==> src/lkvc_pkg.sv <==
// Package: shared constants and types for the LRU key-value cache.
`timescale 1ns / 1ps
package lkvc_pkg;
  localparam int CAPACITY_MAX = 16;
  localparam int KEY_BITS     = 32;
  localparam int VALUE_BITS   = 32;
  localparam int SLOT_BITS    = (CAPACITY_MAX > 1) ? $clog2(CAPACITY_MAX) : 1;
  localparam int COUNT_BITS   = $clog2(CAPACITY_MAX + 1);
  localparam int CAP_BITS     = 5;
  localparam logic [CAP_BITS-1:0] CAP_RESET = CAP_BITS'(16);

  localparam logic CMD_GET = 1'b0;
  localparam logic CMD_PUT = 1'b1;

  // Slot record held in the memory: key, value, recency rank.
  typedef struct packed {
    logic [KEY_BITS-1:0]   key;
    logic [VALUE_BITS-1:0] value;
    logic [SLOT_BITS-1:0]  rank;
  } slot_t;
  localparam int SLOT_W = $bits(slot_t);

  typedef enum logic [2:0] {
    ST_IDLE  = 3'b001,
    ST_READ  = 3'b010,
    ST_WRITE = 3'b100
  } state_t;
endpackage

==> src/lkvc_if.sv <==
// Interfaces: request and result channels.
`timescale 1ns / 1ps
interface lkvc_req_if;
  logic                               valid;
  logic                               ready;
  logic                               cmd;
  logic signed [lkvc_pkg::KEY_BITS-1:0]   lookup_key;
  logic signed [lkvc_pkg::VALUE_BITS-1:0] write_value;
  modport source (output valid, cmd, lookup_key, write_value, input ready);
  modport sink   (input valid, cmd, lookup_key, write_value, output ready);
endinterface

interface lkvc_rsp_if;
  logic                                   valid;
  logic                                   ready;
  logic                                   hit;
  logic signed [lkvc_pkg::VALUE_BITS-1:0] read_value;
  modport source (output valid, hit, read_value, input ready);
  modport sink   (input valid, hit, read_value, output ready);
endinterface

==> src/lkvc_ram.sv <==
// Generic single-port-write, one-read RAM with registered read data.
`timescale 1ns / 1ps
module lkvc_ram #(
  parameter int WIDTH = 8,
  parameter int DEPTH = 16
) (
  input  logic                     clk,
  input  logic                     we,
  input  logic [$clog2(DEPTH)-1:0] waddr,
  input  logic [WIDTH-1:0]         wdata,
  input  logic [$clog2(DEPTH)-1:0] raddr,
  output logic [WIDTH-1:0]         rdata
);
  logic [WIDTH-1:0] mem [DEPTH];
  always_ff @(posedge clk) begin
    if (we) begin
      mem[waddr] <= wdata;
    end
    rdata <= mem[raddr];
  end
endmodule

==> src/lru_key_value_cache_unit.sv <==
// Top level: fully associative LRU key-value cache.
`timescale 1ns / 1ps
//  channel | dir | handshake    | payload
//  req     | in  | valid/ready  | cmd, lookup_key, write_value
//  rsp     | out | valid/ready  | hit, read_value
//  cfg     | in  | cfg_we       | cfg_wdata = capacity_in_use
// A taken request runs a read sweep over the slot memory (registered read)
// that matches the key and finds the least recent slot, then a write-back
// sweep over every slot updating ranks, then a commit state. The single
// memory port walks every slot twice per request.
// Reset clears valid bits and entry count and sets the capacity to 16;
// memory contents are left undefined. The result sits in an output register;
// the next request is accepted only after it is taken, so the block does not
// take a new request before it is through with the last one.
module lru_key_value_cache_unit (
  input  logic                                  clk,
  input  logic                                  rst,
  lkvc_req_if.sink                              req,
  lkvc_rsp_if.source                            rsp,
  input  logic                                  cfg_we,
  input  logic [lkvc_pkg::CAP_BITS-1:0]         cfg_wdata
);
  localparam int SB = lkvc_pkg::SLOT_BITS;
  localparam int CB = lkvc_pkg::COUNT_BITS;
  localparam int N  = lkvc_pkg::CAPACITY_MAX;

  typedef enum logic [3:0] {
    P_IDLE  = 4'b0001,
    P_SCAN  = 4'b0010,
    P_WRITE = 4'b0100,
    P_DONE  = 4'b1000
  } phase_t;

  phase_t phase;
  logic [lkvc_pkg::CAP_BITS-1:0] capacity;
  logic [N-1:0] valid;
  logic [CB-1:0] count;

  // Latched request.
  logic cmd;
  logic [lkvc_pkg::KEY_BITS-1:0]   key;
  logic [lkvc_pkg::VALUE_BITS-1:0] wval;

  // Sweep bookkeeping.
  logic [CB-1:0] idx;          // slot currently addressed
  logic          rd_pend;      // read data for slot idx-1 arrives
  logic [SB-1:0] rd_slot;
  logic          found;
  logic [SB-1:0] hit_slot;
  logic [SB-1:0] hit_rank;
  logic [lkvc_pkg::VALUE_BITS-1:0] hit_val;
  logic          have_old;
  logic [SB-1:0] old_slot;
  logic          have_free;
  logic [SB-1:0] free_slot;

  lkvc_pkg::slot_t rdata, wdata;
  logic           we;
  logic [SB-1:0]  waddr, raddr;

  lkvc_ram #(.WIDTH(lkvc_pkg::SLOT_W), .DEPTH(N)) u_ram (
    .clk(clk), .we(we), .waddr(waddr), .wdata(wdata),
    .raddr(raddr), .rdata(rdata)
  );

  // Effective capacity clamped to 1..N.
  logic [CB-1:0] cap_eff;
  always_comb begin
    if (capacity == '0) begin
      cap_eff = CB'(1);
    end else if (32'(capacity) > N) begin
      cap_eff = CB'(N);
    end else begin
      cap_eff = CB'(capacity);
    end
  end

  // A new-key put with the store full evicts; since evictions repeat until
  // count < cap, all slots with rank >= cap-1 drop.
  logic is_insert, evict;
  logic [CB-1:0] keep_ranks;  // ranks below this survive
  assign is_insert  = (cmd == lkvc_pkg::CMD_PUT) && !found;
  assign evict      = is_insert && (count >= cap_eff);
  assign keep_ranks = evict ? (cap_eff - CB'(1)) : count;

  logic [SB-1:0] tgt_slot;
  logic           tgt_ok;
  always_comb begin
    // Target slot: the hit slot on a hit, the eviction candidate when evicting, else a free slot.
    tgt_ok = 1'b1;
    if (found) begin
      tgt_slot = hit_slot;
    end else if (evict) begin
      tgt_slot = old_slot;
    end else begin
      tgt_slot = free_slot;
      tgt_ok   = have_free;
    end
  end

  // Write-back sweep: read slot, rewrite rank next cycle.
  logic          wr_keep;
  logic [SB-1:0] new_rank;
  always_comb begin
    wr_keep  = 1'b0;
    new_rank = rdata.rank;
    if (found) begin
      if (rdata.rank < hit_rank) begin
        new_rank = rdata.rank + SB'(1);
      end
      wr_keep = 1'b1;
    end else if (is_insert) begin
      wr_keep  = (CB'(rdata.rank) < keep_ranks);
      new_rank = rdata.rank + SB'(1);
    end
  end

  assign req.ready = (phase == P_IDLE) && !rsp.valid;
  assign raddr = idx[SB-1:0];

  always_comb begin
    we    = 1'b0;
    waddr = rd_slot;
    wdata = rdata;
    if (phase == P_WRITE && rd_pend && valid[rd_slot] && rd_slot != tgt_slot) begin
      we         = (cmd == lkvc_pkg::CMD_PUT && !found) || found;
      wdata.rank = new_rank;
    end
    if (phase == P_DONE && (cmd == lkvc_pkg::CMD_PUT || found) && tgt_ok) begin
      we          = 1'b1;
      waddr       = tgt_slot;
      wdata.key   = key;
      wdata.value = (cmd == lkvc_pkg::CMD_PUT) ? wval : hit_val;
      wdata.rank  = '0;
    end
  end

  // Track which slots survive eviction during the write sweep.
  logic [N-1:0] drop;

  always_ff @(posedge clk) begin
    if (rst) begin
      phase     <= P_IDLE;
      capacity  <= lkvc_pkg::CAP_RESET;
      valid     <= '0;
      count     <= '0;
      rsp.valid <= 1'b0;
      drop      <= '0;
    end else begin
      if (cfg_we) begin
        capacity <= cfg_wdata;
      end
      if (rsp.valid && rsp.ready) begin
        rsp.valid <= 1'b0;
      end
      case (phase)
        P_IDLE: begin
          if (req.valid && req.ready) begin
            cmd       <= req.cmd;
            key       <= req.lookup_key;
            wval      <= req.write_value;
            idx       <= '0;
            rd_pend   <= 1'b0;
            found     <= 1'b0;
            have_old  <= 1'b0;
            have_free <= 1'b0;
            drop      <= '0;
            phase     <= P_SCAN;
          end
        end
        P_SCAN: begin
          rd_pend <= (32'(idx) < N);
          rd_slot <= idx[SB-1:0];
          if (32'(idx) < N) begin
            idx <= idx + CB'(1);
          end
          if (rd_pend) begin
            if (valid[rd_slot]) begin
              if (rdata.key == key) begin
                found    <= 1'b1;
                hit_slot <= rd_slot;
                hit_rank <= rdata.rank;
                hit_val  <= rdata.value;
              end
              if (CB'(rdata.rank) >= cap_eff - CB'(1) && !have_old) begin
                have_old <= 1'b1;
                old_slot <= rd_slot;
              end
            end else if (!have_free) begin
              have_free <= 1'b1;
              free_slot <= rd_slot;
            end
          end
          if (!rd_pend && 32'(idx) >= N) begin
            idx   <= '0;
            phase <= P_WRITE;
          end
        end
        P_WRITE: begin
          rd_pend <= (32'(idx) < N);
          rd_slot <= idx[SB-1:0];
          if (32'(idx) < N) begin
            idx <= idx + CB'(1);
          end
          if (rd_pend && valid[rd_slot] && is_insert && !wr_keep) begin
            drop[rd_slot] <= 1'b1;
          end
          if (!rd_pend && 32'(idx) >= N) begin
            phase <= P_DONE;
          end
        end
        default: begin // P_DONE
          if (is_insert) begin
            valid          <= (valid & ~drop) | (N'(1) << tgt_slot);
            count          <= CB'($countones(valid & ~drop)) + CB'(1);
          end
          rsp.hit        <= found;
          rsp.read_value <= (cmd == lkvc_pkg::CMD_PUT) ? '0 :
                            (found ? hit_val : '1);
          rsp.valid      <= 1'b1;
          phase          <= P_IDLE;
        end
      endcase
    end
  end
endmodule

==> src/flat_wrapper.sv <==
// flat-port wrapper written by rule: the top's interface ports become plain ports
module lru_key_value_cache_unit_flat 
  (clk, rst, cfg_we, cfg_wdata, req_valid, req_cmd, req_lookup_key, req_write_value, req_ready, rsp_valid, rsp_hit, rsp_read_value, rsp_ready);
  lkvc_req_if req_i ();
  lkvc_rsp_if rsp_i ();
  input  logic clk;
  input  logic rst;
  input  logic cfg_we;
  input  logic [lkvc_pkg::CAP_BITS-1:0] cfg_wdata;
  input wire logic [$bits(req_i.valid)-1:0] req_valid;
  input wire logic [$bits(req_i.cmd)-1:0] req_cmd;
  input wire logic [$bits(req_i.lookup_key)-1:0] req_lookup_key;
  input wire logic [$bits(req_i.write_value)-1:0] req_write_value;
  output wire logic [$bits(req_i.ready)-1:0] req_ready;
  output wire logic [$bits(rsp_i.valid)-1:0] rsp_valid;
  output wire logic [$bits(rsp_i.hit)-1:0] rsp_hit;
  output wire logic [$bits(rsp_i.read_value)-1:0] rsp_read_value;
  input wire logic [$bits(rsp_i.ready)-1:0] rsp_ready;
  assign req_i.valid = req_valid;
  assign req_i.cmd = req_cmd;
  assign req_i.lookup_key = req_lookup_key;
  assign req_i.write_value = req_write_value;
  assign req_ready = req_i.ready;
  assign rsp_valid = rsp_i.valid;
  assign rsp_hit = rsp_i.hit;
  assign rsp_read_value = rsp_i.read_value;
  assign rsp_i.ready = rsp_ready;
  lru_key_value_cache_unit u_core (.clk(clk), .rst(rst), .req(req_i), .rsp(rsp_i), .cfg_we(cfg_we), .cfg_wdata(cfg_wdata));
endmodule
==> config.mk <==
export PLATFORM = sky130hd
export DESIGN_NAME = lru_key_value_cache_unit_flat
export DESIGN_NICKNAME = d
export VERILOG_FILES = /design/src/lkvc_pkg.sv /design/src/lkvc_if.sv /design/src/lkvc_ram.sv /design/src/lru_key_value_cache_unit.sv /design/src/flat_wrapper.sv
export SDC_FILE = /design/constraint.sdc
export NUM_CORES = 1
export LEC_CHECK = 0
export BUFFER_PORTS_ARGS = -buffer_cell sky130_fd_sc_hd__buf_2
export CAP_MARGIN = 20
export CORE_MARGIN = 1
export CORE_UTILIZATION = 45
export DETAILED_ROUTE_END_ITERATION = 8
export GPL_ROUTABILITY_DRIVEN = 0
export PLACE_DENSITY_LB_ADDON = 0.1
export SLEW_MARGIN = 20
export SYNTH_ARGS = -nofsm -noshare
export SYNTH_HDL_FRONTEND = slang
export SYNTH_HIERARCHICAL = 1
export SYNTH_SLANG_ARGS = --single-unit
==> constraint.sdc <==
create_clock -name clk -period 7.26 [get_ports clk]
set_input_delay 0.726 -clock clk [delete_from_list [all_inputs] [get_ports clk]]
set_output_delay 0.726 -clock clk [all_outputs]
set_load 0.005 [all_outputs]
==> results of run 1 <==
==> power by group <==
group	switching, mW	total [mW]	internal (mW)
sequential	0.0660	8.83	8.77
combinational	0.595	0.900	0.305
clock	2.99	7.17	4.18
==> state kept, by name, indices dropped and copies added (netlist names), 5 cells and up <==
signal and cells:
u_core/hit_val 32, u_core/u_ram/rdata 68, u_core/drop 16, u_core/valid 16, u_core/wval 32, u_core/key 32, u_core/count 5, u_core/u_ram/mem 1088
u_core/rsp.read_value 32, u_core/idx 5, u_core/capacity 5
==> cells by family (layout without fill, tap and decap cells) <==
logic type,Yosys count,in the layout,share of synthesized area [%]
simple gates,418,418,3.44
compound gates,307,307,4.10
buf+inv,194,508,1.57
other cells,0,2,0
mux,318,318,12.8
fa+ha+maj,33,33,0.939
flops,1362,1362,76.5
xor+xnor,40,40,0.674
==> Yosys cell counts (4+ instances only) <==
cell type	n	area [um^2]
a21oi_1	49	245
nand4_1	10	62.6
dfxtp_1	115	2300
o21ai_0	43	215
o31ai_1	8	60.1
a22oi_1	153	1150
fa_1	10	200
nor3_1	14	70.1
buf_1	8	30.0
buf_2	28	140
mux4_2	274	6170
o31ai_2	4	50.1
a21o_1	7	52.6
ha_1	23	288
buf_4	8	60.1
nand2_1	258	968
nand3_1	7	35.0
nand2b_1	22	138
nor2b_1	15	93.8
o21ai_1	6	30.0
inv_1	61	229
mux2i_1	40	400
edfxtp_1	1247	37400
nor2_1	72	270
xnor2_1	37	324
o22ai_1	5	31.3
clkbuf_1	85	319
==> metal layers <==
metal	up-vias	GRT usage [%]	wire length [um]
li1	11200	-	-
met1	13800	32.2	56300
met2	799	33.0	57800
met3	144	3.26	7050
met4	0	5.38	2080
met5	-	0	0
==> final cells by class <==
cell class	instances	share of cell area, %
clock inverter	76	1.11
sequential	1362	66.9
inverter	62	0.392
antenna	2	0.00843
multi-input combinational	1116	19.6
tap	1512	3.18
clock buffer	188	6.68
timing repair buffer	182	2.15
==> worst max-delay path by stage <==
stage | startpoint | to | slack, ns | cells after the start
5_1_grt | u_core/capacity[4]$_SDFFE_PP1P_ | u_core/u_ram/mem[15][34]$_DFFE_PP_ | 1.51 | 12
3_5_place_dp | u_core/capacity[4]$_SDFFE_PP1P_ | u_core/u_ram/mem[1][62]$_DFFE_PP_ | 1.94 | 13
3_3_place_gp | u_core/capacity[1]$_SDFFE_PP0P_ | u_core/u_ram/mem[1][62]$_DFFE_PP_ | 1.98 | 14
2_1_floorplan | u_core/capacity[4]$_SDFFE_PP1P_ | u_core/u_ram/mem[8][0]$_DFFE_PP_ | -0.45 | 12
4_1_cts | u_core/capacity[4]$_SDFFE_PP1P_ | u_core/u_ram/mem[1][55]$_DFFE_PP_ | 1.89 | 13
6_report | u_core/capacity[4]$_SDFFE_PP1P_ | u_core/u_ram/mem[15][34]$_DFFE_PP_ | 1.88 | 12
==> through the flow <==
step / hold slack (ns) / std cells / cell area (um^2) / worst slack, ns
3_5_place_dp: 0.418 / 4234 / 54800 / 1.94
6_report: 0.156 / 4500 / 59400 / 1.88
2_1_floorplan: 0.408 / 2672 / 52000 / -0.448
3_3_place_gp: 0.412 / 4234 / 54700 / 1.98
5_1_grt: 0.120 / 4498 / 59400 / 1.51
4_1_cts: 0.0979 / 4498 / 59400 / 1.89
==> key figures, run 1 <==
Synthesis
  • Flops & latches, synth: 1362
  • Cells after Synth: 2672
  • Ys async rst share: 0%
  • Post-synthesis sequential area ratio: 76.5%
  • Warnings, synthesis: 6
  • Library cells used by synthesis: 67
  • Mapped Area: 52000 um^2
  • Post-synth net total: 2780
  • Post-synth EDFFs: 1247
  • Syn Area/Cell: 19.5 um^2
  • Top_reg_cell synth: edfxtp_1

Clock network
  • CTS tree: done
  • # Post-CTS Setup Buffers: 0
  • Post-CTS Hold Fix Bufs: 0
  • Clock Pin Slew Worst Setup and Hold Paths: 0.06 ns
  • CTS Buf Count: 144
  • Clock Tree Root: clkbuf_16
  • CTS resizes: 0
  • Longest Clk Path Bufs: 3
  • H-tree depth: 4
  • Num Clock Sinks: 1362
  • Clock Latency Late Sink: 0.74 ns

Hold path
  • Hold EP: u_core/key[11]$_DFFE_PP_
  • Hold Crit Depth: 1
  • Tightest Hold Check Type: input pin to register
  • Startpoint of the worst hold path: req_lookup_key[11]

Floorplanning
  • Starting Density: 45.4%
  • Rows: 124
  • Die width: 342 um
  • DIE AREA: 117000 um^2
  • Placeable Area: 115000 um^2
  • I/O pin cnt: 110
  • Die height: 342 um

Finish
  • Final Core Density: 51.9%
  • Layout cell share with drive strength beyond 1: 23.4%
  • Nets: 2976
  • Multi-input gate area: 11600 um^2
  • Commonest non-fill, non-tap cell in the layout: edfxtp_1
  • Syn-to-layout area delta: 14.3%
  • Fillers: 9150
  • Register area: 39700 um^2
  • Most frequent cells in the layout: edfxtp_1, mux4_2, nand2_1

Place
  • Detailed placement HPWL: 70.6 mm
  • PortBufs: 109

Power
  • Leak: 19.6 nW
  • Tot Pwr: 16.9 mW
  • Worst vdd ir: 0.201 mV
  • PwrDens: 285 nW/um^2

Route
  • Via Count: 25900
  • Vias per cell: 5.76
  • Final wirelength: 123 mm
  • Drt first-iter violations: 2532
  • DR WL/cell: 27.4 um
  • Final ANT Viol Nets: 0
  • DRC: 44
  • DR pass1 iterations: 7

GRT
  • First-pass GRT wire length: 183 mm
  • Total congestion overflow: 0
  • Tot GR Track Use: 21.4%
  • Vias in the first global route: 26700
  • Initial antenna violation count: 2
  • Largest net degree at the start of global routing: 148

Worst setup path
  • Critical path fanouts, max: 51
  • Crit-path slowest cell: o21ai_0
  • CP most frequent cell: nand2_1
  • CP Launch Type: register
  • Max incr delay on CP: 0.87 ns
  • CP Capture Type: register
  • Reg2Reg Setup Slack: 1.88 ns
  • Reg2reg path depth: 12
  • Cells along the critical path: inv_1, nand2_1, ha_1, a211oi_1, o211a_1, or2_1, o22ai_1, o21bai_1, o21ai_0, nand2_1, nor2_4, buf_12
  • WP data required: 7.62 ns
  • CP top delay family: simple AND/OR/NAND/NOR gates
  • Reg2reg end: u_core/u_ram/mem[15][34]$_DFFE_PP_
  • R2r startpoint: u_core/capacity[4]$_SDFFE_PP1P_
  • Buffers & Inverters on Critical Path: 2
  • Setup CP Type: register to register
  • WP data arrival: 5.74 ns

STA
  • Final Skew: 0.0292 ns
  • Max-slew violation count: 0
  • Tmin final: 5.38 ns
  • Slew @ Worst Pin: 1.14 ns
  • Final TNS setup: 0 ns
  • Final Hold Viols: 0
  • RSZ-0062 raised after global routing: false
  • Final setup vio count: 0
  • Tcrit/Tclk final: 74.0%
  • Max Clock Freq: 186 MHz
  • Slew headroom: 23.5%

Flow run
  • Max Cap Viol: 0

Status
  • Failing checks: design-rule violations
  • Status: finished, violations left
(Power assumes the default switching activity.)
==> run 2: changes to the inputs <==
clock period = 4.4 ns   (was 7.26 ns; I/O delays follow)
==> run 2 against run 1 <==
  * Sequential power is 65% higher
  * Clock power is 65% higher
  * Total power is 65% higher
  * First-iteration DRC count is 16% lower
  * Critical path type unchanged
  * Clock skew is 0.0053 ns lower
  * Cell area is 2.9% higher
  * Clock-buffer cell count is 22 higher
  * Fmax is 29% higher
  * Final cell count is 3.1% higher
  * Via count is 1.1% higher
  * Highest routed layer unchanged
  * The flow still finishes with violations (design-rule violations)
==> key figures, run 2 (synthesized netlist as in run 1, its figures left out) <==
GRT
  • M3 GR Usage: 2.89%
  • Tot GR Track Use: 21.5%
  • First-pass GRT wire length: 183 mm
  • Met1 Usage GRT: 29.5%
  • Largest net degree at the start of global routing: 70
  • Initial antenna violation count: 0
  • Global routing usage on met2: 36.0%
  • Total congestion overflow: 0
  • Vias in the first global route: 27800
  • Global route hottest layer: met2

Finish
  • Most frequent cells in the layout: edfxtp_1, mux4_2, nand2_1
  • Fillers: 8956
  • Biggest register: u_core/u_ram/mem
  • Largest regs: u_core/u_ram/mem (1088), u_core/u_ram/rdata (68)
  • Nets: 3116
  • Commonest non-fill, non-tap cell in the layout: edfxtp_1
  • Syn-to-layout area delta: 17.5%
  • Post-Layout Cell Count: 4641
  • # diodes: 0
  • Max FFs per register: 1088
  • Layout cell share with drive strength beyond 1: 24.9%

Clock network
  • Clock Latency Late Sink: 0.74 ns
  • Clock Pin Slew Worst Setup and Hold Paths: 0.06 ns
  • Clock Tree Root: clkbuf_16
  • CTS tree: done
  • CTS Buf Count: 143
  • H-tree depth: 4
  • Num Clock Sinks: 1362
  • Longest Clk Path Bufs: 3

Route
  • Via Count: 26200
  • Final wirelength: 123 mm
  • DR WL/cell: 26.5 um
  • DR pass1 iterations: 7
  • DRC: 20
  • Final ANT Viol Nets: 0
  • Drt first-iter violations: 2129
  • Vias per cell: 5.65

Worst setup path
  • WP data required: 5.00 ns
  • Cells along the critical path: nor2b_1, fa_1, inv_1, fa_1, inv_1, fa_1, inv_1, fa_1, inv_1, fa_1, fa_2, a21oi_1, nor3b_1, a21oi_1, nor2_1
  • Setup CP Type: register to register
  • Max incr delay on CP: 0.55 ns
  • Crit-path slowest cell: fa_1
  • CP most frequent cell: fa_1
  • CP Launch Type: register
  • WP data arrival: 4.78 ns
  • Critical path fanouts, max: 3
  • CP Capture Type: register

Flow run
  • Max Cap Viol: 0

Floorplanning
  • Rows: 124
  • I/O pin cnt: 110
  • Die height: 342 um
  • Placeable Area: 115000 um^2
  • Starting Density: 45.4%
  • DIE AREA: 117000 um^2
  • Die width: 342 um

Power
  • Leak: 20.3 nW
  • PwrDens: 456 nW/um^2
  • Worst vdd ir: 0.408 mV

Place
  • PortBufs: 109
  • Placed Cells: 4299
  • Place WS: 0.145 ns
  • Detailed placement HPWL: 70.3 mm

STA
  • Final setup vio count: 0
  • Final Hold Viols: 0
  • Tmin final: 4.18 ns
  • RSZ-0062 raised after global routing: false
  • Tcrit/Tclk final: 95.0%
  • Max-slew violation count: 0
  • Max Clock Freq: 239 MHz
  • Slew headroom: 22.0%
  • PnR worst setup slack: 0.220 ns
  • Slew @ Worst Pin: 1.16 ns
  • Final Skew: 0.0239 ns

Status
  • Failing checks: design-rule violations
  • Status: finished, violations left

Hold path
  • Tightest Hold Check Type: input pin to register
run 2: cell count changes in the layout (fill, tap and decap cells not counted), moves of 6 or more:
| cell | before | now |
|---|---|---|
| dlygate4sd3_1 | 0 | 72 |
| buf_4 | 57 | 89 |
| buf_12 | 14 | 52 |
| clkbuf_1 | 30 | 52 |
| clkinv_1 | 37 | 10 |
| clkinv_2 | 17 | 23 |
run 2: per-layer routing:
layer  vias to the layer above  part of all wire [%]
met5                         -                     0
met2                       706                    50
met4                         0                   1.9
li1                      11400                     -
met3                       170                   4.4
met1                     13900                    44
run 2: worst paths after layout:
kind	end	slack, ns	cells past startpoint	start
min reg2reg	u_core/hit_val[7]$_DFFE_PP_	0.43	0	u_core/u_ram/rdata[11]$_DFF_P_
min	u_core/capacity[2]$_SDFFE_PP0P_	0.08	3	cfg_we
max	u_core/count[4]$_SDFFE_PP0P_	0.22	15	u_core/valid[14]$_SDFFE_PP0P_
max reg2reg	u_core/count[4]$_SDFFE_PP0P_	0.22	15	u_core/valid[14]$_SDFFE_PP0P_
run 2: repair_timing:
action / in CTS / in global routing
setup buffers: 0 / 4
gates resized for setup: 0 / 2
hold buffers: 72 / 0
setup endpoints to repair: 0 / 354
hold endpoints to repair: 71 / 0
run 2: stage by stage:
step	TNS [ns]	util, %	power (mW)	hold slack (ns)	area (um^2)
6_report	0	53.4	27.8	0.0770	61100
5_1_grt	0	53.4	28.7	0.0910	61100
4_1_cts	0	53.3	28.1	0.0186	61100
3_3_place_gp	0	48.7	16.3	0.411	55700
3_5_place_dp	0	48.7	16.3	0.415	55700
2_1_floorplan	-56.31	-	15.7	0.408	52200
run 2: final cells by class:
cell class                      instances  area, um^2  area share, %
Clock buffer                          210        4010           6.57
Clock inverter                         56         571          0.934
Inverter                               62         233          0.381
Multi-Input combinational cell       1116       11600           19.1
Sequential cell                      1362       39700           65.1
Tap cell                             1512        1890           3.10
Timing Repair Buffer                  323        2990           4.89
run 2: worst max-delay path, delay by kind of cell (launching register included):
kind	cells	cell delay (ns)
AND/OR/NAND/NOR	3	0.28
buffers and inverters	4	0.22
AO/OA/AOI/OAI	2	0.31
flip-flops	1	0.32
adder cells (fa/ha/maj)	6	2.91
run 2: where the power goes:
part           internal, mW  total, mW  switching (mW)
clock                  6.84       11.8            4.93
combinational         0.577       1.50           0.923
sequential             14.5       14.6           0.113
total                  21.9       27.8            5.97
